==> config.mk <==
export PLATFORM = sky130hd
export DESIGN_NAME = mfbae_ctx
export DESIGN_NICKNAME = d
export VERILOG_FILES = /design/src/rtl/core/assert_macros.svh /design/src/rtl/core/mfbae_pkg.sv /design/src/rtl/core/mfbae_ctx.sv
export SDC_FILE = /design/constraint.sdc
export NUM_CORES = 2
export LEC_CHECK = 0
export BUFFER_PORTS_ARGS = -buffer_cell sky130_fd_sc_hd__clkbuf_2
export CAP_MARGIN = 40
export CORE_ASPECT_RATIO = 1.4
export CORE_MARGIN = 8
export CORE_UTILIZATION = 45
export CTS_CLUSTER_SIZE = 20
export DETAILED_ROUTE_END_ITERATION = 6
export PLACE_DENSITY = 0.71
export SETUP_SLACK_MARGIN = 0.4
export SLEW_MARGIN = 30
export SYNTH_ARGS = -nofsm -noshare
export SYNTH_HDL_FRONTEND = slang
export SYNTH_SLANG_ARGS = --single-unit
==> constraint.sdc <==
create_clock -name clk_i -period 2.45 [get_ports clk_i]
set_clock_uncertainty 0.1 [all_clocks]
set_input_delay 0.245 -clock clk_i [delete_from_list [all_inputs] [get_ports clk_i]]
set_output_delay 0.245 -clock clk_i [all_outputs]
set_load 0.02 [all_outputs]
==> src/rtl/core/assert_macros.svh <==
// assertion macros shared by the coder rtl
`ifndef ASSERT_MACROS_SVH
`define ASSERT_MACROS_SVH

// checked on every rising clock edge outside reset
`define MFB_ASSERT(lbl, prop, msg) \
  lbl: assert property (@(posedge clk_i) disable iff (!rst_ni) (prop)) else $error(msg);

// checked on every rising clock edge, reset included
`define MFB_ASSERT_ALWAYS(lbl, prop, msg) \
  lbl: assert property (@(posedge clk_i) (prop)) else $error(msg);

`endif

==> src/rtl/core/mfbae_pkg.sv <==
// constants shared by the binary arithmetic coder modules
package mfbae_pkg;
  localparam int unsigned CTX_AW      = 8;
  localparam int unsigned CTX_DEPTH   = 256;
  localparam int unsigned CNT_W       = 16;
  localparam int unsigned DIVIDEND_W  = 16;
  localparam int unsigned DIVISOR_W   = 10;
  localparam int unsigned QUOT_W      = 8;

  localparam logic [7:0]  SPLIT_SCALE   = 8'd175;
  localparam logic [23:0] LOW_MASK      = 24'hFFFFFF;
  localparam logic [7:0]  HALF_COUNT    = 8'd127;
  localparam logic [5:0]  COUNTER_START = 6'b101000;
  localparam logic [5:0]  COUNTER_RELOAD = 6'b111000;
  localparam logic [7:0]  RANGE_MIN     = 8'd128;
  localparam logic [7:0]  RANGE_START   = 8'd255;
  localparam logic [3:0]  MAX_DATA_BYTES = 4'd8;
endpackage

==> src/rtl/core/mfbae_ctx.sv <==
// context count store with per-entry valid bits
module mfbae_ctx (
  input  logic                             clk_i,
  input  logic                             rst_ni,
  input  logic                             rd_en_i,
  input  logic [mfbae_pkg::CTX_AW-1:0]     rd_addr_i,
  output logic [mfbae_pkg::CNT_W-1:0]      rd_data_o,
  input  logic                             wr_en_i,
  input  logic [mfbae_pkg::CTX_AW-1:0]     wr_addr_i,
  input  logic [mfbae_pkg::CNT_W-1:0]      wr_data_i
);
  logic [mfbae_pkg::CNT_W-1:0] mem_q [mfbae_pkg::CTX_DEPTH];
  logic [mfbae_pkg::CTX_DEPTH-1:0] vld_q;
  logic [mfbae_pkg::CNT_W-1:0] rdata_q;
  logic                        rvld_q;

  // memory array, registered read
  always_ff @(posedge clk_i) begin
    if (wr_en_i) begin
      mem_q[wr_addr_i] <= wr_data_i;
    end
    if (rd_en_i) begin
      rdata_q <= mem_q[rd_addr_i];
    end
  end

  // valid bits, cleared at reset
  always_ff @(posedge clk_i or negedge rst_ni) begin
    if (!rst_ni) begin
      vld_q  <= '0;
      rvld_q <= 1'b0;
    end else begin
      if (wr_en_i) begin
        vld_q[wr_addr_i] <= 1'b1;
      end
      if (rd_en_i) begin
        rvld_q <= vld_q[rd_addr_i];
      end
    end
  end

  // unwritten entries read as zero counts
  assign rd_data_o = rvld_q ? rdata_q : '0;
endmodule

==> impl_metrics.tcl <==
set metrics [dict create \
    status "finished with violations" \
    violations "DRC, setup timing" \
    cts_made_buffers 367 \
    die_width_um 529 \
    clkLatencyLatePin_ns 0.93 \
    ctsLongestPathBuffers 4 \
    routabilityCongestion 0.894 \
    crit_required_ns 3.00 \
    ir_worst_vdd_mv 0.541 \
    io_buffers 51 \
    relSlewSlack_pct 39.9 \
    numClockSinks 4369 \
    p_per_area_mw_per_mm2 764 \
    rows 264 \
    drive_above_1_share_pct 38.0 \
    grt_use_total_pct 22.7 \
    critPathMaxFanout 1 \
    routed.top_layer "met5" \
    setup_viol 17 \
    power_w 0.150 \
    fin_util_pct 53.4 \
    grt_max_degree 95 \
    viasPerCell 6.10 \
    final_common_cell "edfxtp_1" \
    synth.yosys.seq_area_share_pct 78.3 \
    areaGrowthSynthToFinish_pct 18.5 \
    die_y_um 735 \
    maxCapViolations 0 \
    route.met3.wl_mm 37.0 \
    finalCritPeriodShare_pct 113 \
    tightest_slew_ns 0.901 \
    holdCritPathClass "input pin to flip-flop" \
    antenna_found_initial 25 \
    cts_tree "done" \
    grt_overflow 0 \
    postPlaceCellArea_mm2 0.183 \
    drt_iter0_drc 10200 \
    dp_cells 13100 \
    synth_area_mm2 0.166 \
    clockRootBuffer "clkbuf_16" \
    crit_type "flip-flop to flip-flop" \
    core_area_mm2 0.368 \
    syn_nets 7531 \
    cp.arrival_ns 3.33 \
    drt_pass1_iterations 7 \
    htree_levels 5 \
    wl_per_cell_um 32.6 \
    ys.warnings.count 0 \
    m1WireLength_mm 153 \
    ant_nets 0 \
    fmax_mhz 360 \
    final-hold-violation-count 0 \
    layout_common_cells "4112 x edfxtp_1, 1077 x mux4_2, 772 x buf_4, 452 x a22oi_1, 381 x clkbuf_16" \
    ys_ff_latch 4369 \
    syn_area_per_cell_um2 22.1 \
    start_util_pct 45.1 \
    pin_count 52 \
    leakage_nw 63.8 \
    grt_pass1_vias 87200 \
    setup_ws_ns -0.330 \
    clkSlewWorstSetupHoldPaths_ns 0.07 \
    grt_pass1_wl_mm 642 \
    slew_violations 0 \
    dpl.hpwl_mm 290 \
    vias 84300 \
    dieArea_mm2 0.389 \
    layout.nets 8625 \
    start_kind "flip-flop" \
    worst_setup_path_end_kind "flip-flop" \
    fin_crit_ns 2.78 \
    dr_wl_met2_mm 226 \
    totalWireLength_mm 450 \
    final_cell_count_no_fill 13800 \
    ys_types 43 \
    synth_cells 7495 \
    fillers 27000 \
    rsz0062_at_grt "true" \
    drc 1 \
    design_area_mm2 0.197 \
]
-- worst max-delay path, stage by stage (launching register included) --
cell and delay, ns:
edfxtp_1 0.35, mux4_2 0.47, a22oi_1 0.32, a21oi_2 0.18, nor4_4 0.48, buf_6 0.21
o22ai_2 0.14, or2_1 0.27
-- cells in the mapped netlist (all sizes together) --
master	count	area share, %
edfxtp	4112	74
mux4	1077	15
a22oi	516	2.3
clkbuf	280	0.63
or2	275	1.0
nor2	269	0.61
a21oi	260	0.78
dfrtp	257	3.9
buf	164	0.58
nor4	65	0.25
o22ai	38	0.14
nand2	29	0.066
nand3	26	0.078
mux2i	25	0.15
and2	18	0.068
nor2b	17	0.064
nand4	14	0.053
nand2b	8	0.030
o221ai	8	0.042
mux2	7	0.048
inv	4	0.0090
a211oi	3	0.014
a221oi	3	0.016
o21ai	3	0.0090
nand4b	2	0.011
nor3	2	0.0060
or3	2	0.0075
a2111o	1	0.0068
a2111oi	1	0.0053
a311oi	1	0.0053
a31oi	1	0.0038
nor3b	1	0.0045
o2111a	1	0.0068
o2111ai	1	0.0053
o211ai	1	0.0045
o32a	1	0.0060
o41ai	1	0.0098
or4	1	0.0045
-- sequential cells by signal (all words and copies together) (netlist names) --
signal and count:
mem_q 4096, rdata_q 16, rvld_q 1, vld_q 256
-- worst paths after layout --
path	from	to	slack (ns)	depth (start not counted)
setup / recovery	mem_q[59][9]	rdata_q[9]	-0.33	7
hold / removal	wr_addr_i[2]	mem_q[156][3]	0.07	4
setup reg to reg	mem_q[59][9]	rdata_q[9]	-0.33	7
hold reg to reg	vld_q[188]	vld_q[188]	0.36	1
max in group asynchronous	rst_ni	vld_q[187]	0.97	4
min in group asynchronous	rst_ni	vld_q[166]	0.34	3
-- what timing repair did --
action	CTS	global route
hold endpoints to repair	2830	0
gates cloned	3	0
setup buffers	2	6
pin swaps	36	31
setup endpoints to repair	33	583
gates resized for setup	190	105
hold buffers	27	0
-- where the power goes --
| group | switching (W) | internal, W |
|---|---|---|
| Combinational | 0.00565 | 0.00402 |
| Sequential | 0.000333 | 0.0821 |
| Clock | 0.0262 | 0.0318 |
| Total | 0.0322 | 0.118 |
-- metal layers --
layer | GRT usage (%) | vias up
met1 | 27.3 | 44900
met3 | 3.81 | 1018
li1 | - | 33800
met2 | 38.4 | 4584
met5 | 0 | -
met4 | 14.2 | 16
-- through the flow --
stage	hold WS (ns)	worst slack (ns)	setup TNS, ns
after floorplan	-0.151	0.0810	0
after global placement	0.184	-3.05	-28.74
after detailed placement	0.194	-1.70	-24.09
after CTS	0.000681	-0.375	-4.41
after global routing	0.0760	-0.396	-4.70
final	0.0728	-0.330	-3.95
-- cell families after synthesis --
logic type,synth area share [%]
simple gates,2.28
buf+inv,1.22
flops,78.3
mux,14.8
compound gates,3.40
-- final cells by class --
cell class / count / area (µm²) / area share, %
Sequential cell: 4369 / 130000 / 66.1
Multi-Input combinational cell: 2678 / 35900 / 18.2
Timing Repair Buffer: 1169 / 12900 / 6.56
Clock buffer: 467 / 9820 / 4.99
Tap cell: 4921 / 6160 / 3.13
Clock inverter: 200 / 1930 / 0.979
Antenna cell: 11 / 27.5 / 0.0140
Inverter: 4 / 15.0 / 0.00764
Note: power is estimated with default switching activity, not from simulation.
