### src/rtl/core/assert_macros.svh
// assertion macros shared by the coder rtl
`ifndef ASSERT_MACROS_SVH
`define ASSERT_MACROS_SVH

// checked on every rising clock edge outside reset
`define MFB_ASSERT(lbl, prop, msg) \
  lbl: assert property (@(posedge clk_i) disable iff (!rst_ni) (prop)) else $error(msg);

// checked on every rising clock edge, reset included
`define MFB_ASSERT_ALWAYS(lbl, prop, msg) \
  lbl: assert property (@(posedge clk_i) (prop)) else $error(msg);

`endif

### src/rtl/core/mfbae_pkg.sv
// constants shared by the binary arithmetic coder modules
package mfbae_pkg;
  localparam int unsigned CTX_AW      = 8;
  localparam int unsigned CTX_DEPTH   = 256;
  localparam int unsigned CNT_W       = 16;
  localparam int unsigned DIVIDEND_W  = 16;
  localparam int unsigned DIVISOR_W   = 10;
  localparam int unsigned QUOT_W      = 8;

  localparam logic [7:0]  SPLIT_SCALE   = 8'd175;
  localparam logic [23:0] LOW_MASK      = 24'hFFFFFF;
  localparam logic [7:0]  HALF_COUNT    = 8'd127;
  localparam logic [5:0]  COUNTER_START = 6'b101000;
  localparam logic [5:0]  COUNTER_RELOAD = 6'b111000;
  localparam logic [7:0]  RANGE_MIN     = 8'd128;
  localparam logic [7:0]  RANGE_START   = 8'd255;
  localparam logic [3:0]  MAX_DATA_BYTES = 4'd8;
endpackage

### src/rtl/core/mfbae_div.sv
// shared restoring divider, one quotient bit a cycle
`include "assert_macros.svh"
module mfbae_div (
  input  logic                                clk_i,
  input  logic                                rst_ni,
  input  logic                                start_i,
  input  logic [mfbae_pkg::DIVIDEND_W-1:0]    dividend_i,
  input  logic [mfbae_pkg::DIVISOR_W-1:0]     divisor_i,
  output logic                                done_o,
  output logic [mfbae_pkg::QUOT_W-1:0]        quot_o
);
  localparam int unsigned DSH_W = mfbae_pkg::DIVISOR_W + mfbae_pkg::QUOT_W - 1;

  logic [mfbae_pkg::DIVIDEND_W-1:0] rem_q;
  logic [DSH_W-1:0]                 dsh_q;
  logic [mfbae_pkg::QUOT_W-1:0]     quot_q;
  logic [2:0]                       step_q;
  logic                             busy_q;
  logic                             done_q;
  logic                             ge;
  logic [DSH_W-1:0]                 rem_ext;
  logic [DSH_W-1:0]                 rem_sub;

  // compare and subtract against the shifted divisor
  always_comb begin
    rem_ext = DSH_W'(rem_q);
    ge      = rem_ext >= dsh_q;
    rem_sub = rem_ext - dsh_q;
  end

  // iteration registers
  always_ff @(posedge clk_i or negedge rst_ni) begin
    if (!rst_ni) begin
      busy_q <= 1'b0;
      done_q <= 1'b0;
      step_q <= 3'd0;
      rem_q  <= '0;
      dsh_q  <= '0;
      quot_q <= '0;
    end else begin
      done_q <= 1'b0;
      if (start_i) begin
        busy_q <= 1'b1;
        step_q <= 3'd7;
        rem_q  <= dividend_i;
        dsh_q  <= {divisor_i, 7'b0};
        quot_q <= '0;
      end else if (busy_q) begin
        quot_q <= {quot_q[mfbae_pkg::QUOT_W-2:0], ge};
        if (ge) begin
          rem_q <= rem_sub[mfbae_pkg::DIVIDEND_W-1:0];
        end
        dsh_q <= dsh_q >> 1;
        step_q <= step_q - 3'd1;
        if (step_q == 3'd0) begin
          busy_q <= 1'b0;
          done_q <= 1'b1;
        end
      end
    end
  end

  assign done_o = done_q;
  assign quot_o = quot_q;

  `MFB_ASSERT(a_quot_bound, done_q |-> (quot_q <= mfbae_pkg::SPLIT_SCALE), "split above scale")
endmodule

### config.mk
export PLATFORM = sky130hd
export DESIGN_NAME = mfbae_div
export DESIGN_NICKNAME = d
export VERILOG_FILES = /design/src/rtl/core/mfbae_pkg.sv /design/src/rtl/core/mfbae_div.sv
export VERILOG_INCLUDE_DIRS = /design/src /design/src/rtl/core
export SDC_FILE = /design/constraint.sdc
export NUM_CORES = 1
export LEC_CHECK = 0
export ABC_CLOCK_PERIOD_IN_PS = 3350
export BUFFER_PORTS_ARGS = -buffer_cell sky130_fd_sc_hd__buf_4
export CORE_MARGIN = 5
export CORE_UTILIZATION = 30
export DETAILED_ROUTE_END_ITERATION = 8
export GPL_TIMING_DRIVEN = 0
export SKIP_LAST_GASP = 1
export SLEW_MARGIN = 20
export SYNTH_ARGS = -nofsm -noshare
export SYNTH_HDL_FRONTEND = slang
export SYNTH_SLANG_ARGS = --single-unit
### constraint.sdc
create_clock -name clk_i -period 3.35 [get_ports clk_i]
set_input_delay 0.5025 -clock clk_i [delete_from_list [all_inputs] [get_ports clk_i]]
set_output_delay 0.5025 -clock clk_i [all_outputs]
set_load 0.01 [all_outputs]
==> results.md <==
- Synth area leader: dfrtp_1
- CP endpoint kind: flop
- Worst-path clk slew: approximately 0.090 ns
- Post-Route WL: 7080 um
- Clock Tree Root: clkbuf_8
- Ant. Diodes: 0
- DPL Wire Length: 5270 um
- Number of max-cap violations: 0
- CP startpoint kind: flop
- Adder-cell share of the synthesized area: 8.26%
- Setup CP Type: flop to flop
- Register area share after synthesis: 38.8%
- Status: complete, no violations
- Post-CTS setup buffers: 0
- FP Rows: 36
- Htree depth: 2
- Vias per Instance: roughly 4.8
- Overall via count from detail_route: 2,386
- CP max FO: 10
- Fmax: about 360 MHz
- Die width: 109 um
- Initial antenna violation count: 0
- Area grow syn2layout: 17.7%
- Fraction of layout cells with a size suffix above 1: ~16%
- Max Slew Vio Count: 0
- Synth top area share: approximately two fifths
- I/O Buffers: 36
- Top-count cell post-synth: dfrtp_1
- Most instantiated cells after synthesis: 46 x dfrtp_1, 33 x mux2i_1, 32 x nand2_1, 30 x o21ai_0, 23 x nor2_1
- Residual DRC: 0
- Post-CTS Hold Buffers: 0
- # setup viols final: 0
- Total GRT Usage: 12.5%
- Compound-Gate Fraction of Synth Area: 16.2%
- Synth top area cells: dfrtp_1 39%, mux2i_1 11%, ha_1 7.6%
- Initial cell density of the core: 30.5%
- Fin util: 35.9%
- Mux share of post-synthesis cell area: 12.6%
- Cell area after synthesis: between 2000 and 3000 um2
- CORE AREA: about 9700 um2
- CTS resizes: 0
- Wire length on met1: around 3400 um
- CTS tree: yes
- Final period util: 82.0%
- Total met3 wirelength after detailed routing: ~250 um
- Pin count of the biggest net entering global routing: 47
- First-pass GRT wire length: 11,800 um
- Worst-Margin Slew: 0.699 ns
- Max Used Layer: met4
- Xor/xnor cell area share of the yosys netlist: around 3.8%
- Final Wtd Congestion: 0.850
- Vert. Die Dim: 109 um
- Syn Area/Cell: between 9 and 10 um2
- Vias in the first global route: ~2,400
- Worst VDD drop: 0.000212 V
- Largest family of logic cells by synthesized area: compound AO/OA/AOI/OAI gates
- Routed wire length per instance: 14.3 um
- Fraction of registers with async set/reset: 100%
- Tmin final: 2.75 ns
- CTS Sinks: 46
- Met2 WL: 3340 um
- Clock Skew: 0.00386 ns
- CP Data Arrival Time: 2.93 ns
- Min-delay worst type: primary input to async pin
- Longest Clk Path Bufs: 2
- Post-synth EDFFs: 0
- Ys flop type: dfrtp_1
- Seq cells post-synth: 46
- Antenna-violating nets left: 0
- Final #Nets: between 400 and 500
- Worst-skew pair later-pin latency: 0.31 ns
- Mapped Cells: about 320
- Yosys warns: 0
- Pre-Repair DR Iteration Count: 4
- Simple logic cell fraction of the synthesized area: 13.9%
- Number of I/O pins: 38
- Slew headroom: 53.4%
- Final hold viol count: 0
- LEAKAGE: 1.77 nW
- Overflow after GRT: 0
- Post-synthesis cell type count: 42
- CTS Buf Count: 5
- 1st-iter DRT viols: 89
- Die ar.: 12,000 um2
- CP required: roughly 3.5 ns
- Fin Setup TNS: 0 ns
- RSZ-0062 raised after global routing: no
- Power density over the cells: 690 nW/um2
- Syn nets: between 300 and 400
==> final timing paths <==
check                             startpoint   endpoint  slack, ns  depth (start not counted)
min in group clk_i              divisor_i[1]   dsh_q[8]       0.39                          3
worst max register to register      dsh_q[8]  rem_q[15]       0.60                         12
worst min register to register     step_q[0]  step_q[0]       0.54                          2
max in group asynchronous             rst_ni  rem_q[14]       2.75                          1
worst min-delay path                  rst_ni  rem_q[10]       0.19                          1
worst max-delay path                dsh_q[8]  rem_q[15]       0.60                         12
==> layout make-up <==
cell class	instances	area, um2
fillers	1034	6240
multi-input cells	231	1630
flip-flops and latches	46	1150
repair buffers	36	270
well taps	133	166
plain buffers	20	114
inverters	20	75.1
clock buffers	5	68.8
clock inverters	3	18.8
==> stage by stage <==
step / worst slack, ns / instance area, um2 / total power [W] / cells / hold WS [ns]
after floorplan: 1.03 / 2970 / 0.00176 / 317 / 0.207
after global placement: 0.635 / 3400 / 0.00203 / 486 / 0.510
after detailed placement: 0.638 / 3400 / 0.00206 / 486 / 0.522
after CTS: 0.621 / 3490 / 0.00242 / 494 / 0.216
after global routing: 0.411 / 3490 / 0.00261 / 494 / 0.248
final: 0.604 / 3490 / 0.00241 / 494 / 0.194
==> sequential cells by signal, summed over array words and instances, names as in the netlist <==
register,count
done_o,1
dsh_q,17
step_q,3
rem_q,16
quot_o,8
busy_q,1
==> cells in the final DEF (no fill, tap or decap), drive strengths merged, types with 8 or more instances in the layout <==
master,instances
nand2b,8
nand2,32
a21oi,18
dfrtp,46
buf,45
nor2,23
o21ai,30
xnor2,9
clkbuf,16
mux2i,33
inv,21
ha,18
==> critical path, cell delays in order (launching register included) <==
cell and delay [ns]:
dfrtp_1 0.38, inv_1 0.06, ha_1 0.26, buf_2 0.17, a21oi_1 0.30, nand3b_1 0.10
nand3b_1 0.19, a21oi_1 0.25, a221o_2 0.25, buf_6 0.20, buf_8 0.17, mux2i_1 0.20
o21ai_0 0.09
==> per-layer routing <==
metal  track usage (%)  vias up
met5                 0        -
met4              2.94        0
met3              1.88        4
met2              20.7       52
met1              17.2     1143
li1                  -     1187
==> report_power, final <==
part | switching (W) | leakage, nW | internal [W]
registers | 0.0000689 | 0.575 | 0.000658
logic | 0.000712 | 1.14 | 0.000615
clock network | 0.000209 | 0.0483 | 0.000147
total | 0.000989 | 1.77 | 0.00142
==> kinds of logic after synthesis <==
logic type      Yosys count
xor+xnor                 13
flops                    46
buf+inv                  40
simple gates             87
fa+ha+maj                19
mux                      37
compound gates           75
No activity file was read; power rests on OpenSTA's default activity.
